## config.mk

```make
export PLATFORM = sky130hd
export DESIGN_NAME = sql_token_scanner_core
export DESIGN_NICKNAME = d
export VERILOG_FILES = /design/src/rtl/sqlts_pkg.sv /design/src/rtl/sqlts_step.sv /design/src/rtl/sqlts_bank.sv /design/src/rtl/sql_token_scanner_core.sv
export SDC_FILE = /design/constraint.sdc
export NUM_CORES = 2
export LEC_CHECK = 0
export ABC_AREA = 1
export BUFFER_PORTS_ARGS = -buffer_cell sky130_fd_sc_hd__buf_2
export CAP_MARGIN = 10
export CORE_MARGIN = 2
export CORE_UTILIZATION = 25
export CTS_CLUSTER_DIAMETER = 100
export DETAILED_ROUTE_END_ITERATION = 12
export PLACE_DENSITY = 0.45
export REMOVE_ABC_BUFFERS = 1
export SLEW_MARGIN = 20
export SYNTH_ARGS = -nofsm -noshare
export SYNTH_HDL_FRONTEND = slang
export SYNTH_SLANG_ARGS = --single-unit
```

## constraint.sdc

```tcl
create_clock -name clk -period 31.2 [get_ports clk]
set_clock_uncertainty 0.1 [all_clocks]
set_input_delay 4.68 -clock clk [delete_from_list [all_inputs] [get_ports clk]]
set_output_delay 4.68 -clock clk [all_outputs]
set_load 0.01 [all_outputs]
```

## src/rtl/sqlts_pkg.sv

```systemverilog
// ----------------------------------------------------------------------------
// SQL token scanner package
// Scan modes, token kinds, record types, error codes, byte classes and the
// keyword table shared by the scanner modules.
// ----------------------------------------------------------------------------
package sqlts_pkg;

    typedef enum logic [3:0] {
        M_IDLE  = 4'd0,
        M_LT    = 4'd1,
        M_GT    = 4'd2,
        M_MINUS = 4'd3,
        M_CR    = 4'd4,
        M_INT   = 4'd5,
        M_FRAC  = 4'd6,
        M_WORD  = 4'd7,
        M_STR   = 4'd8,
        M_ESC   = 4'd9
    } mode_t;

    localparam logic [1:0] OP_BYTE     = 2'd0;
    localparam logic [1:0] OP_BYTE_END = 2'd1;
    localparam logic [1:0] OP_END      = 2'd2;
    localparam logic [1:0] OP_NONE     = 2'd3;

    localparam logic [1:0] REC_TEXT  = 2'd0;
    localparam logic [1:0] REC_TOKEN = 2'd1;
    localparam logic [1:0] REC_ERROR = 2'd2;

    localparam logic [2:0] ERR_NONE         = 3'd0;
    localparam logic [2:0] ERR_UNEXPECTED   = 3'd1;
    localparam logic [2:0] ERR_BAD_ESCAPE   = 3'd2;
    localparam logic [2:0] ERR_OPEN_ESCAPE  = 3'd3;
    localparam logic [2:0] ERR_OPEN_STRING  = 3'd4;

    localparam logic [4:0] K_IDENT  = 5'd14;
    localparam logic [4:0] K_COMMA  = 5'd15;
    localparam logic [4:0] K_SEMI   = 5'd16;
    localparam logic [4:0] K_LPAREN = 5'd17;
    localparam logic [4:0] K_RPAREN = 5'd18;
    localparam logic [4:0] K_STAR   = 5'd19;
    localparam logic [4:0] K_EQ     = 5'd20;
    localparam logic [4:0] K_NE     = 5'd21;
    localparam logic [4:0] K_LT     = 5'd22;
    localparam logic [4:0] K_LE     = 5'd23;
    localparam logic [4:0] K_GT     = 5'd24;
    localparam logic [4:0] K_GE     = 5'd25;
    localparam logic [4:0] K_STRING = 5'd26;
    localparam logic [4:0] K_FLOAT  = 5'd27;
    localparam logic [4:0] K_INT    = 5'd28;
    localparam logic [4:0] K_END    = 5'd29;

    localparam logic [7:0] CH_TAB   = 8'h09;
    localparam logic [7:0] CH_LF    = 8'h0A;
    localparam logic [7:0] CH_CR    = 8'h0D;
    localparam logic [7:0] CH_SPACE = 8'h20;
    localparam logic [7:0] CH_QUOTE = 8'h22;
    localparam logic [7:0] CH_LPAR  = 8'h28;
    localparam logic [7:0] CH_RPAR  = 8'h29;
    localparam logic [7:0] CH_STAR  = 8'h2A;
    localparam logic [7:0] CH_COMMA = 8'h2C;
    localparam logic [7:0] CH_MINUS = 8'h2D;
    localparam logic [7:0] CH_DOT   = 8'h2E;
    localparam logic [7:0] CH_SEMI  = 8'h3B;
    localparam logic [7:0] CH_LESS  = 8'h3C;
    localparam logic [7:0] CH_EQ    = 8'h3D;
    localparam logic [7:0] CH_MORE  = 8'h3E;
    localparam logic [7:0] CH_BSL   = 8'h5C;
    localparam logic [7:0] CH_UNDER = 8'h5F;
    localparam logic [7:0] CH_N     = 8'h6E;
    localparam logic [7:0] CH_T     = 8'h74;

    localparam int KW_COUNT = 14;

    // Keyword text, right aligned: first character in the highest used byte.
    localparam logic [47:0] KW_TEXT [KW_COUNT] = '{
        "SELECT", "FROM", "WHERE", "CREATE", "TABLE", "INSERT", "INTO",
        "VALUES", "INT", "FLOAT", "STRING", "AND", "OR", "NOT"};
    localparam logic [2:0] KW_LEN [KW_COUNT] = '{
        3'd6, 3'd4, 3'd5, 3'd6, 3'd5, 3'd6, 3'd4, 3'd6, 3'd3, 3'd5, 3'd6,
        3'd3, 3'd2, 3'd3};

    function automatic logic is_digit(input logic [7:0] c);
        return (c >= 8'h30) && (c <= 8'h39);
    endfunction

    function automatic logic is_alpha(input logic [7:0] c);
        return ((c >= 8'h61) && (c <= 8'h7A)) || ((c >= 8'h41) && (c <= 8'h5A));
    endfunction

    function automatic logic word_start(input logic [7:0] c);
        return is_alpha(c) || (c == CH_UNDER);
    endfunction

    function automatic logic word_rest(input logic [7:0] c);
        return word_start(c) || is_digit(c);
    endfunction

    function automatic logic [7:0] upcase_byte(input logic [7:0] c);
        return ((c >= 8'h61) && (c <= 8'h7A)) ? (c - 8'h20) : c;
    endfunction

endpackage

```

## src/rtl/sqlts_step.sv

```systemverilog
// ----------------------------------------------------------------------------
// SQL token scanner step
// Combinational scan of one input beat: next scanner state and up to four
// packed result records.
// ----------------------------------------------------------------------------
module sqlts_step #(
    parameter int PW   = 16,
    parameter int KMAX = 6
) (
    input  logic [1:0]                          op,
    input  logic [7:0]                          byte_in,
    input  sqlts_pkg::mode_t                    mode_in,
    input  logic [PW-1:0]                       cur_line_in,
    input  logic [PW-1:0]                       cur_col_in,
    input  logic [PW-1:0]                       tok_line_in,
    input  logic [PW-1:0]                       tok_col_in,
    input  logic [KMAX-1:0][7:0]                kbuf_in,
    input  logic [$clog2(KMAX+1)-1:0]           klen_in,
    input  logic                                kovf_in,
    input  logic                                halted_in,
    output sqlts_pkg::mode_t                    mode_out,
    output logic [PW-1:0]                       cur_line_out,
    output logic [PW-1:0]                       cur_col_out,
    output logic [PW-1:0]                       tok_line_out,
    output logic [PW-1:0]                       tok_col_out,
    output logic [KMAX-1:0][7:0]                kbuf_out,
    output logic [$clog2(KMAX+1)-1:0]           klen_out,
    output logic                                kovf_out,
    output logic                                halted_out,
    output logic [2*PW+18:0]                    res [4],
    output logic [2:0]                          res_cnt
);
    import sqlts_pkg::*;

    localparam int LW  = $clog2(KMAX + 1);
    localparam int KIW = $clog2(KMAX);
    localparam int EW  = 2 * PW + 19;
    localparam logic [PW-1:0] PMAX = {PW{1'b1}};
    localparam logic [PW-1:0] PONE = {{(PW-1){1'b0}}, 1'b1};

    function automatic logic [EW-1:0] mk(input logic [1:0] t, input logic [4:0] k,
                                         input logic [PW-1:0] l, input logic [PW-1:0] col,
                                         input logic [7:0] b, input logic [2:0] e);
        return {t, k, l, col, b, e, 1'b0};
    endfunction

    function automatic logic [4:0] word_kind(input logic [KMAX-1:0][7:0] b,
                                             input logic [LW-1:0] l, input logic o);
        logic [4:0] kind;
        logic       hit;
        kind = K_IDENT;
        for (int k = KW_COUNT - 1; k >= 0; k--)
        begin
            hit = (LW'(KW_LEN[k]) == l);
            for (int i = 0; i < 6; i++)
            begin
                if ((i < int'(l)) && (b[i] != KW_TEXT[k][(int'(l) - 1 - i) * 8 +: 8]))
                begin
                    hit = 1'b0;
                end
            end
            if (hit)
            begin
                kind = 5'(k);
            end
        end
        return o ? K_IDENT : kind;
    endfunction

    mode_t             m;
    logic [PW-1:0]     cl, cc, tl, tc;
    logic [KMAX-1:0][7:0] kb;
    logic [LW-1:0]     kl;
    logic              ko, h, do_idle, fin_fail;
    logic [2:0]        n, last_idx;
    logic [7:0]        c, v;
    logic [4:0]        single;

    always_comb
    begin
        m = mode_in; cl = cur_line_in; cc = cur_col_in; tl = tok_line_in; tc = tok_col_in;
        kb = kbuf_in; kl = klen_in; ko = kovf_in; h = halted_in;
        n = 3'd0; do_idle = 1'b0; fin_fail = 1'b0; v = 8'd0; single = 5'd0;
        c = byte_in; last_idx = 3'd0;
        for (int i = 0; i < 4; i++)
        begin
            res[i] = '0;
        end
        if (!h && (op != OP_NONE))
        begin
            if ((op == OP_BYTE) || (op == OP_BYTE_END))
            begin
                unique case (m)
                    M_LT:
                    begin
                        if (c == CH_EQ)
                        begin
                            m = M_IDLE; res[n[1:0]] = mk(REC_TOKEN, K_LE, tl, tc, 8'd0, ERR_NONE);
                            n = n + 3'd1; if (cc != PMAX) cc = cc + PONE;
                        end
                        else if (c == CH_MORE)
                        begin
                            m = M_IDLE; res[n[1:0]] = mk(REC_TOKEN, K_NE, tl, tc, 8'd0, ERR_NONE);
                            n = n + 3'd1; if (cc != PMAX) cc = cc + PONE;
                        end
                        else
                        begin
                            res[n[1:0]] = mk(REC_TOKEN, K_LT, tl, tc, 8'd0, ERR_NONE);
                            n = n + 3'd1; do_idle = 1'b1;
                        end
                    end
                    M_GT:
                    begin
                        if (c == CH_EQ)
                        begin
                            m = M_IDLE; res[n[1:0]] = mk(REC_TOKEN, K_GE, tl, tc, 8'd0, ERR_NONE);
                            n = n + 3'd1; if (cc != PMAX) cc = cc + PONE;
                        end
                        else
                        begin
                            res[n[1:0]] = mk(REC_TOKEN, K_GT, tl, tc, 8'd0, ERR_NONE);
                            n = n + 3'd1; do_idle = 1'b1;
                        end
                    end
                    M_MINUS:
                    begin
                        if (is_digit(c))
                        begin
                            res[n[1:0]] = mk(REC_TEXT, 5'd0, tl, tc, CH_MINUS, ERR_NONE);
                            n = n + 3'd1;
                            res[n[1:0]] = mk(REC_TEXT, 5'd0, tl, tc, c, ERR_NONE);
                            n = n + 3'd1;
                            if (cc != PMAX) cc = cc + PONE;
                            m = M_INT;
                        end
                        else
                        begin
                            res[n[1:0]] = mk(REC_ERROR, 5'd0, tl, tc, 8'd0, ERR_UNEXPECTED);
                            n = n + 3'd1; h = 1'b1; m = M_IDLE;
                        end
                    end
                    M_CR:
                    begin
                        m = M_IDLE;
                        do_idle = (c != CH_LF);
                    end
                    M_INT:
                    begin
                        if (is_digit(c) || (c == CH_DOT))
                        begin
                            res[n[1:0]] = mk(REC_TEXT, 5'd0, tl, tc, c, ERR_NONE);
                            n = n + 3'd1; if (cc != PMAX) cc = cc + PONE;
                            if (c == CH_DOT) m = M_FRAC;
                        end
                        else
                        begin
                            res[n[1:0]] = mk(REC_TOKEN, K_INT, tl, tc, 8'd0, ERR_NONE);
                            n = n + 3'd1; do_idle = 1'b1;
                        end
                    end
                    M_FRAC:
                    begin
                        if (is_digit(c))
                        begin
                            res[n[1:0]] = mk(REC_TEXT, 5'd0, tl, tc, c, ERR_NONE);
                            n = n + 3'd1; if (cc != PMAX) cc = cc + PONE;
                        end
                        else
                        begin
                            res[n[1:0]] = mk(REC_TOKEN, K_FLOAT, tl, tc, 8'd0, ERR_NONE);
                            n = n + 3'd1; do_idle = 1'b1;
                        end
                    end
                    M_WORD:
                    begin
                        if (word_rest(c))
                        begin
                            res[n[1:0]] = mk(REC_TEXT, 5'd0, tl, tc, c, ERR_NONE);
                            n = n + 3'd1;
                            if (kl < LW'(KMAX))
                            begin
                                kb[kl[KIW-1:0]] = upcase_byte(c);
                                kl = kl + LW'(1);
                            end
                            else
                            begin
                                ko = 1'b1;
                            end
                            if (cc != PMAX) cc = cc + PONE;
                        end
                        else
                        begin
                            res[n[1:0]] = mk(REC_TOKEN, word_kind(kb, kl, ko), tl, tc, 8'd0,
                                             ERR_NONE);
                            n = n + 3'd1; do_idle = 1'b1;
                        end
                    end
                    M_STR:
                    begin
                        if (c == CH_QUOTE)
                        begin
                            if (cc != PMAX) cc = cc + PONE;
                            res[n[1:0]] = mk(REC_TOKEN, K_STRING, tl, tc, 8'd0, ERR_NONE);
                            n = n + 3'd1; m = M_IDLE;
                        end
                        else if (c == CH_BSL)
                        begin
                            if (cc != PMAX) cc = cc + PONE;
                            m = M_ESC;
                        end
                        else
                        begin
                            res[n[1:0]] = mk(REC_TEXT, 5'd0, tl, tc, c, ERR_NONE);
                            n = n + 3'd1;
                            if (c == CH_LF)
                            begin
                                if (cl != PMAX) cl = cl + PONE;
                                cc = PONE;
                            end
                            else if (cc != PMAX)
                            begin
                                cc = cc + PONE;
                            end
                        end
                    end
                    M_ESC:
                    begin
                        if ((c == CH_QUOTE) || (c == CH_BSL) || (c == CH_N) || (c == CH_T))
                        begin
                            v = (c == CH_N) ? CH_LF : ((c == CH_T) ? CH_TAB : c);
                            res[n[1:0]] = mk(REC_TEXT, 5'd0, tl, tc, v, ERR_NONE);
                            n = n + 3'd1; if (cc != PMAX) cc = cc + PONE;
                            m = M_STR;
                        end
                        else
                        begin
                            res[n[1:0]] = mk(REC_ERROR, 5'd0, cl, cc, 8'd0, ERR_BAD_ESCAPE);
                            n = n + 3'd1; h = 1'b1; m = M_IDLE;
                        end
                    end
                    default:
                    begin
                        do_idle = 1'b1;
                    end
                endcase

                if (do_idle)
                begin
                    m = M_IDLE; tl = cl; tc = cc;
                    priority if ((c == CH_SPACE) || (c == CH_TAB))
                    begin
                        if (cc != PMAX) cc = cc + PONE;
                    end
                    else if ((c == CH_LF) || (c == CH_CR))
                    begin
                        if (cl != PMAX) cl = cl + PONE;
                        cc = PONE;
                        if (c == CH_CR) m = M_CR;
                    end
                    else if ((c == CH_LESS) || (c == CH_MORE) || (c == CH_MINUS) ||
                             (c == CH_QUOTE))
                    begin
                        if (cc != PMAX) cc = cc + PONE;
                        m = (c == CH_LESS) ? M_LT : (c == CH_MORE) ? M_GT :
                            (c == CH_MINUS) ? M_MINUS : M_STR;
                    end
                    else if ((c == CH_COMMA) || (c == CH_SEMI) || (c == CH_LPAR) ||
                             (c == CH_RPAR) || (c == CH_STAR) || (c == CH_EQ))
                    begin
                        single = (c == CH_COMMA) ? K_COMMA : (c == CH_SEMI) ? K_SEMI :
                                 (c == CH_LPAR) ? K_LPAREN : (c == CH_RPAR) ? K_RPAREN :
                                 (c == CH_STAR) ? K_STAR : K_EQ;
                        res[n[1:0]] = mk(REC_TOKEN, single, tl, tc, 8'd0, ERR_NONE);
                        n = n + 3'd1; if (cc != PMAX) cc = cc + PONE;
                    end
                    else if (is_digit(c))
                    begin
                        res[n[1:0]] = mk(REC_TEXT, 5'd0, tl, tc, c, ERR_NONE);
                        n = n + 3'd1; if (cc != PMAX) cc = cc + PONE;
                        m = M_INT;
                    end
                    else if (word_start(c))
                    begin
                        kb[0] = upcase_byte(c); kl = LW'(1); ko = 1'b0;
                        res[n[1:0]] = mk(REC_TEXT, 5'd0, tl, tc, c, ERR_NONE);
                        n = n + 3'd1; if (cc != PMAX) cc = cc + PONE;
                        m = M_WORD;
                    end
                    else
                    begin
                        res[n[1:0]] = mk(REC_ERROR, 5'd0, cl, cc, 8'd0, ERR_UNEXPECTED);
                        n = n + 3'd1; h = 1'b1; m = M_IDLE;
                    end
                end
            end

            // End of source: flush a pending token and end token, or an error
            if ((op != OP_BYTE) && !h)
            begin
                unique case (m)
                    M_LT:    begin res[n[1:0]] = mk(REC_TOKEN, K_LT, tl, tc, 8'd0, ERR_NONE);
                             n = n + 3'd1; end
                    M_GT:    begin res[n[1:0]] = mk(REC_TOKEN, K_GT, tl, tc, 8'd0, ERR_NONE);
                             n = n + 3'd1; end
                    M_INT:   begin res[n[1:0]] = mk(REC_TOKEN, K_INT, tl, tc, 8'd0, ERR_NONE);
                             n = n + 3'd1; end
                    M_FRAC:  begin res[n[1:0]] = mk(REC_TOKEN, K_FLOAT, tl, tc, 8'd0, ERR_NONE);
                             n = n + 3'd1; end
                    M_WORD:  begin res[n[1:0]] = mk(REC_TOKEN, word_kind(kb, kl, ko), tl, tc,
                                                    8'd0, ERR_NONE);
                             n = n + 3'd1; end
                    M_MINUS: begin res[n[1:0]] = mk(REC_ERROR, 5'd0, tl, tc, 8'd0,
                                                    ERR_UNEXPECTED);
                             n = n + 3'd1; fin_fail = 1'b1; end
                    M_STR:   begin res[n[1:0]] = mk(REC_ERROR, 5'd0, cl, cc, 8'd0,
                                                    ERR_OPEN_STRING);
                             n = n + 3'd1; fin_fail = 1'b1; end
                    M_ESC:   begin res[n[1:0]] = mk(REC_ERROR, 5'd0, cl, cc, 8'd0,
                                                    ERR_OPEN_ESCAPE);
                             n = n + 3'd1; fin_fail = 1'b1; end
                    default: begin end
                endcase
                if (fin_fail)
                begin
                    h = 1'b1;
                end
                else
                begin
                    res[n[1:0]] = mk(REC_TOKEN, K_END, cl, cc, 8'd0, ERR_NONE);
                    n = n + 3'd1;
                    cl = PONE; cc = PONE; tl = PONE; tc = PONE;
                end
                m = M_IDLE;
            end
        end

        if (n != 3'd0)
        begin
            last_idx = n - 3'd1;
            res[last_idx[1:0]][0] = 1'b1;
        end

        mode_out = m; cur_line_out = cl; cur_col_out = cc; tok_line_out = tl;
        tok_col_out = tc; kbuf_out = kb; klen_out = kl; kovf_out = ko; halted_out = h;
        res_cnt = n;
    end

endmodule

```

## src/rtl/sqlts_bank.sv

```systemverilog
// ----------------------------------------------------------------------------
// SQL token scanner result bank
// Holds the records of one scanned beat and hands them out one per cycle while take is high.
// ----------------------------------------------------------------------------
module sqlts_bank #(
    parameter int EW = 51
) (
    input  logic          clk,
    input  logic          rst_n,
    input  logic          load,
    input  logic [EW-1:0] load_res [4],
    input  logic [2:0]    load_cnt,
    input  logic          take,
    output logic          free,
    output logic          have,
    output logic [EW-1:0] head
);
    logic [EW-1:0] slot_reg [4];
    logic [2:0]    cnt_reg, cnt_next;
    logic [1:0]    ptr_reg, ptr_next;
    logic [2:0]    ptr_ext;
    logic          last_take;

    assign have      = (cnt_reg != 3'd0);
    assign ptr_ext   = {1'b0, ptr_reg};
    assign last_take = have && take && ((ptr_ext + 3'd1) == cnt_reg);
    assign free      = !have || last_take;
    assign head      = slot_reg[ptr_reg];

    always_comb
    begin
        cnt_next = cnt_reg;
        ptr_next = ptr_reg;
        if (load)
        begin
            cnt_next = load_cnt;
            ptr_next = 2'd0;
        end
        else if (last_take)
        begin
            cnt_next = 3'd0;
            ptr_next = 2'd0;
        end
        else if (have && take)
        begin
            ptr_next = ptr_reg + 2'd1;
        end
    end

    always_ff @(posedge clk or negedge rst_n)
    begin
        if (!rst_n)
        begin
            cnt_reg <= 3'd0;
            ptr_reg <= 2'd0;
        end
        else
        begin
            cnt_reg <= cnt_next;
            ptr_reg <= ptr_next;
        end
    end

    always_ff @(posedge clk)
    begin
        if (load)
        begin
            for (int i = 0; i < 4; i++)
            begin
                slot_reg[i] <= load_res[i];
            end
        end
    end

endmodule

```

## src/rtl/sql_token_scanner_core.sv

```systemverilog
// ----------------------------------------------------------------------------
// SQL token scanner core
// Byte-at-a-time SQL tokenizer with line and column tracking.
// ----------------------------------------------------------------------------
// Usage:
//   Input channel (in_valid/in_ready) carries op and source_byte. op 0 is a
//   byte, op 1 a byte followed by end of source, op 2 end of source alone.
//   Output channel (out_valid/out_ready) carries one record per beat: a text
//   byte, a finished token with its start position, or an error.
//   last_result marks the final record caused by one input beat.
// Flow: an accepted beat waits in the input register until the result bank
//   is free; its records then leave one per cycle while out_ready is high.
// Throughput: one input beat per cycle while out_ready is high and each
//   beat yields at most one record; a beat yielding more records holds the
//   next until the single output port has drained the result bank.
// Reset: the scanner returns to idle at line 1, column 1, not halted, with
//   both register stages empty.
// Stall: while out_ready is low the bank holds its records and the input
//   register keeps one more beat; in_ready then drops.
// After an error record the scanner is halted: inputs are taken and dropped
//   until reset.
// ----------------------------------------------------------------------------
module sql_token_scanner_core #(
    parameter int POSITION_WIDTH  = 16,
    parameter int KEYWORD_MAX_LEN = 6
) (
    input  logic                      clk,
    input  logic                      rst_n,
    input  logic                      in_valid,
    output logic                      in_ready,
    input  logic [1:0]                op,
    input  logic [7:0]                source_byte,
    output logic                      out_valid,
    input  logic                      out_ready,
    output logic [1:0]                record_type,
    output logic [4:0]                token_kind,
    output logic [POSITION_WIDTH-1:0] token_line,
    output logic [POSITION_WIDTH-1:0] start_column,
    output logic [7:0]                text_byte,
    output logic [2:0]                error_code,
    output logic                      last_result
);
    import sqlts_pkg::*;

    localparam int PW = POSITION_WIDTH;
    localparam int LW = $clog2(KEYWORD_MAX_LEN + 1);
    localparam int EW = 2 * PW + 19;
    localparam logic [PW-1:0] PONE = {{(PW-1){1'b0}}, 1'b1};

    // Input register
    logic       in_vld_reg;
    logic [1:0] op_reg;
    logic [7:0] byte_reg;

    // Scanner state
    mode_t                         mode_reg, mode_next;
    logic [PW-1:0]                 cur_line_reg, cur_line_next;
    logic [PW-1:0]                 cur_col_reg, cur_col_next;
    logic [PW-1:0]                 tok_line_reg, tok_line_next;
    logic [PW-1:0]                 tok_col_reg, tok_col_next;
    logic [KEYWORD_MAX_LEN-1:0][7:0] kbuf_reg, kbuf_next;
    logic [LW-1:0]                 klen_reg, klen_next;
    logic                          kovf_reg, kovf_next;
    logic                          halted_reg, halted_next;

    logic [EW-1:0] step_res [4];
    logic [2:0]    step_cnt;
    logic          bank_free, bank_have, load;
    logic [EW-1:0] head;

    sqlts_step #(.PW(PW), .KMAX(KEYWORD_MAX_LEN)) u_step (
        .op           (op_reg),
        .byte_in      (byte_reg),
        .mode_in      (mode_reg),
        .cur_line_in  (cur_line_reg),
        .cur_col_in   (cur_col_reg),
        .tok_line_in  (tok_line_reg),
        .tok_col_in   (tok_col_reg),
        .kbuf_in      (kbuf_reg),
        .klen_in      (klen_reg),
        .kovf_in      (kovf_reg),
        .halted_in    (halted_reg),
        .mode_out     (mode_next),
        .cur_line_out (cur_line_next),
        .cur_col_out  (cur_col_next),
        .tok_line_out (tok_line_next),
        .tok_col_out  (tok_col_next),
        .kbuf_out     (kbuf_next),
        .klen_out     (klen_next),
        .kovf_out     (kovf_next),
        .halted_out   (halted_next),
        .res          (step_res),
        .res_cnt      (step_cnt)
    );

    sqlts_bank #(.EW(EW)) u_bank (
        .clk      (clk),
        .rst_n    (rst_n),
        .load     (load),
        .load_res (step_res),
        .load_cnt (step_cnt),
        .take     (out_ready),
        .free     (bank_free),
        .have     (bank_have),
        .head     (head)
    );

    // Scan the held beat once the bank can take its records
    assign load     = in_vld_reg && bank_free;
    assign in_ready = !in_vld_reg || load;

    always_ff @(posedge clk or negedge rst_n)
    begin
        if (!rst_n)
        begin
            in_vld_reg   <= 1'b0;
            mode_reg     <= M_IDLE;
            cur_line_reg <= PONE;
            cur_col_reg  <= PONE;
            tok_line_reg <= PONE;
            tok_col_reg  <= PONE;
            klen_reg     <= '0;
            kovf_reg     <= 1'b0;
            halted_reg   <= 1'b0;
        end
        else
        begin
            if (in_valid && in_ready)
            begin
                in_vld_reg <= 1'b1;
            end
            else if (load)
            begin
                in_vld_reg <= 1'b0;
            end
            if (load)
            begin
                mode_reg     <= mode_next;
                cur_line_reg <= cur_line_next;
                cur_col_reg  <= cur_col_next;
                tok_line_reg <= tok_line_next;
                tok_col_reg  <= tok_col_next;
                klen_reg     <= klen_next;
                kovf_reg     <= kovf_next;
                halted_reg   <= halted_next;
            end
        end
    end

    // Payload registers: hold the beat and the keyword bytes
    always_ff @(posedge clk)
    begin
        if (in_valid && in_ready)
        begin
            op_reg   <= op;
            byte_reg <= source_byte;
        end
        if (load)
        begin
            kbuf_reg <= kbuf_next;
        end
    end

    assign out_valid    = bank_have;
    assign record_type  = head[EW-1 -: 2];
    assign token_kind   = head[EW-3 -: 5];
    assign token_line   = head[EW-8 -: PW];
    assign start_column = head[EW-8-PW -: PW];
    assign text_byte    = head[11:4];
    assign error_code   = head[3:1];
    assign last_result  = head[0];

`ifndef SYNTH
    // Once halted, the scanner stays halted until reset
    a_halt_sticky: assert property (@(posedge clk) disable iff (!rst_n)
        halted_reg |=> halted_reg)
        else $error("halted flag cleared without reset");

    // An error record always closes the records of its beat
    a_err_last: assert property (@(posedge clk) disable iff (!rst_n)
        (out_valid && (record_type == REC_ERROR)) |-> last_result)
        else $error("error record not marked last");

    // A halted scanner emits nothing for later beats
    a_halt_silent: assert property (@(posedge clk) disable iff (!rst_n)
        (load && halted_reg) |-> (step_cnt == 3'd0))
        else $error("records produced while halted");

    // An end token leaves the position at line 1, column 1
    a_end_home: assert property (@(posedge clk) disable iff (!rst_n)
        (load && !halted_next && ((op_reg == OP_BYTE_END) || (op_reg == OP_END)))
        |=> ((cur_line_reg == PONE) && (cur_col_reg == PONE) && (mode_reg == M_IDLE)))
        else $error("position not reset after end of source");
`endif

endmodule
```

==> out/qor.txt <==
flop-to-flop setup slack -> 21.89 ns
clock root cell -> clkbuf_16
Worst Hold End -> kovf_reg
Final Hold Vio Count -> 0
Ports -> 67
synthesized area -> 40,270 um^2
synthesized flop and latch total -> 341
final setup violation count -> 0
syn avg cell area -> 6.111 um^2
CTS clk-pin slew, worst paths -> 0.06 ns
crit share post-route -> 32.93%
run status -> finished, final reports clean
Die W -> 405.4 um
proportion of layout cells with a drive suffix above 1 -> 7.282%
Setup TNS -> 0 ns
worst r2r src -> byte_reg[0]
Rel. slew slack -> 19.31%
Critical-path top delay cell -> nand4_1
Final Wtd Congestion -> 0.9550
hold path startpoint -> kovf_reg
Seq/Total Area, Yosys -> 24.46%
Syn-to-layout area delta -> 10.54%
Die H -> 405.4 um
initial antenna violation count -> 5
cts hold-fix bufs -> 0
crit-path max cell delay -> 0.15 ns
post-synth top area share -> 19.54%
Initial Utilization -> 25.14%
top post-synthesis cells by area -> edfxtp_1, nand2_1, o21ai_0
fmax -> 0.09732 GHz
DR vias -> 47,688
Clock Latency Late Sink -> 0.66 ns
wire per inst -> 23.96 um
Final Net Count -> 6,572
First DRT Iteration DRCs -> 5,330
synthesized netlist cell count -> 6,590
max reg flops -> 204
most frequent cell after synthesis -> nand2_1
critical path capture point type -> primary output
Inserted Clock Buffers -> 45
Tightest Pin Transition -> 1.206 ns
Max FO, Critical Path -> 4
depth of the worst register-to-register path -> 32
worst-path cell chain -> buf_2, nand2_1, inv_1, nand4_1, nand2_1, inv_1, nand2_1, buf_2
clock sink count -> 341
RSZ-0062 raised after global routing -> false
# Max-Cap Violations -> 0
CP most frequent cell -> nand2_1
Post-CTS Setup Bufs -> 0
total track usage -> 24.52%
FILL cells -> 18,158
area leader, netlist -> edfxtp_1
Tightest Hold Check Type -> reg2reg
HPWL after detailed placement -> 150.7 mm
FFs w/ async S/R, synth -> 23.17%
Worst Hold Path Cells -> 2
row count -> 147
vias in the first global route -> 44,475
H-tree levels -> 2
largest net degree at the start of global routing -> 74
min Tclk post-route -> 10.28 ns
# DRC -> 0
Final Max Tran Viols -> 0
Synth cell types -> 77
number of synthesized flops with an enable pin -> 262
Die ar. -> 164,300 um^2
core area -> 160,200 um^2
clock buffer depth -> 3
Vias/cell -> 5.483
post-CTS sizing -> 0
CP Launch Type -> input port
1st-pass router iterations -> 7
grt ovf -> 0
TritonCTS clock tree -> built
Detail Route Antenna Nets -> 0
Synth Warn # -> 14
Critical Path RT -> 26.42 ns
total wire length -> 208.4 mm
Synth Flop Type -> edfxtp_1
first-pass GRT wire length -> 304.5 mm
R2R Path End -> u_bank.slot_reg[2][41]
Crit path arrival time -> 5.50 ns
Port Buffers -> 66
commonest cells in the netlist -> nand2_1, nor2_1, o21ai_0
crit path kind -> in2out
## final cells by class
type / count / area, um^2 / share of cell area (%)
timing repair buffer: 187 / 1241 / 2.788
inverter: 712 / 2685 / 6.031
multi-input combinational: 5214 / 26540 / 59.60
sequential: 341 / 9854 / 22.13
antenna: 1 / 2.502 / 0.005621
tap: 2160 / 2703 / 6.070
clock buffer: 48 / 1137 / 2.555
clock inverter: 35 / 361.6 / 0.8122
## layer usage
metal	track usage (%)	part of all wire [%]	routed length, um	vias to the layer above
li1	-	-	-	22161
met1	35.12	46	95970	23007
met2	37.74	43	89550	2142
met3	3.131	7.4	15340	374
met4	8.111	3.6	7490	4
met5	0	0.014	30	-
## through the flow
| step | std cells | setup slack, ns | cell area (um^2) | hold WS [ns] | utilization [%] |
|---|---|---|---|---|---|
| detailed placement | 8614 | 20.91 | 43020 | 0.4080 | 26.85 |
| CTS | 8697 | 20.90 | 44520 | 0.4216 | 27.79 |
| finish | 8698 | 20.92 | 44520 | 0.4246 | 27.79 |
| global route | 8697 | 20.81 | 44520 | 0.4381 | 27.79 |
| global placement | 8614 | 20.91 | 43020 | 0.3974 | 26.85 |
| floorplan | 6267 | 9.573 | 38970 | 0.3721 | - |
## worst max-delay path by stage
stage / from / endpoint / slack [ns] / depth (start not counted)
final: out_ready / in_ready / 20.92 / 8
after global routing: out_ready / in_ready / 20.81 / 8
after CTS: out_ready / in_ready / 20.90 / 8
after detailed placement: out_ready / in_ready / 20.91 / 8
after global placement: out_ready / in_ready / 20.91 / 8
after floorplan: out_ready / cur_col_reg[2] / 9.57 / 12
## worst max-delay path: cells and delay by family
| family | cells | cell delay [ns] |
|---|---|---|
| simple gates | 4 | 0.40 |
| buf+inv | 4 | 0.43 |
## kinds of logic (layout without fill, tap and decap cells)
kind of cell             count (synthesis)  after routing  synth area share, %
buffers and inverters                 1037            982                9.898
flip-flops                             341            341                24.46
AND/OR/NAND/NOR                       3206           3206                33.93
AO/OA/AOI/OAI                         1648           1648                23.36
other                                    1              4             0.009311
XOR/XNOR                               300            300                6.571
adder cells (fa/ha/maj)                 57             57                1.771
## placed cells by master, fill, tap and decap left out, types with 13 or more instances in the layout
cell type,instances
nor4_1,47
ha_1,57
o21ai_1,59
o221ai_1,56
xor2_1,294
a21oi_1,445
a211oi_1,30
or2_2,23
nor3_1,138
a2111oi_0,13
buf_4,122
nor2_4,13
inv_2,62
nand2_2,31
nor2_2,32
a221oi_1,16
clkbuf_16,45
o211ai_1,64
o22ai_1,143
buf_2,65
o21ai_0,680
nand4_1,114
a22oi_1,13
nand3b_1,17
clkinv_1,43
o41ai_1,16
edfxtp_1,262
dfrtp_1,73
nand2_1,1598
nor2_1,766
a31oi_1,23
o31ai_1,16
inv_1,610
nand3_1,386
Power is left out: the tool's default activity adds up to more than one toggle a clock period on the data nets, which glitch-free logic cannot reach.
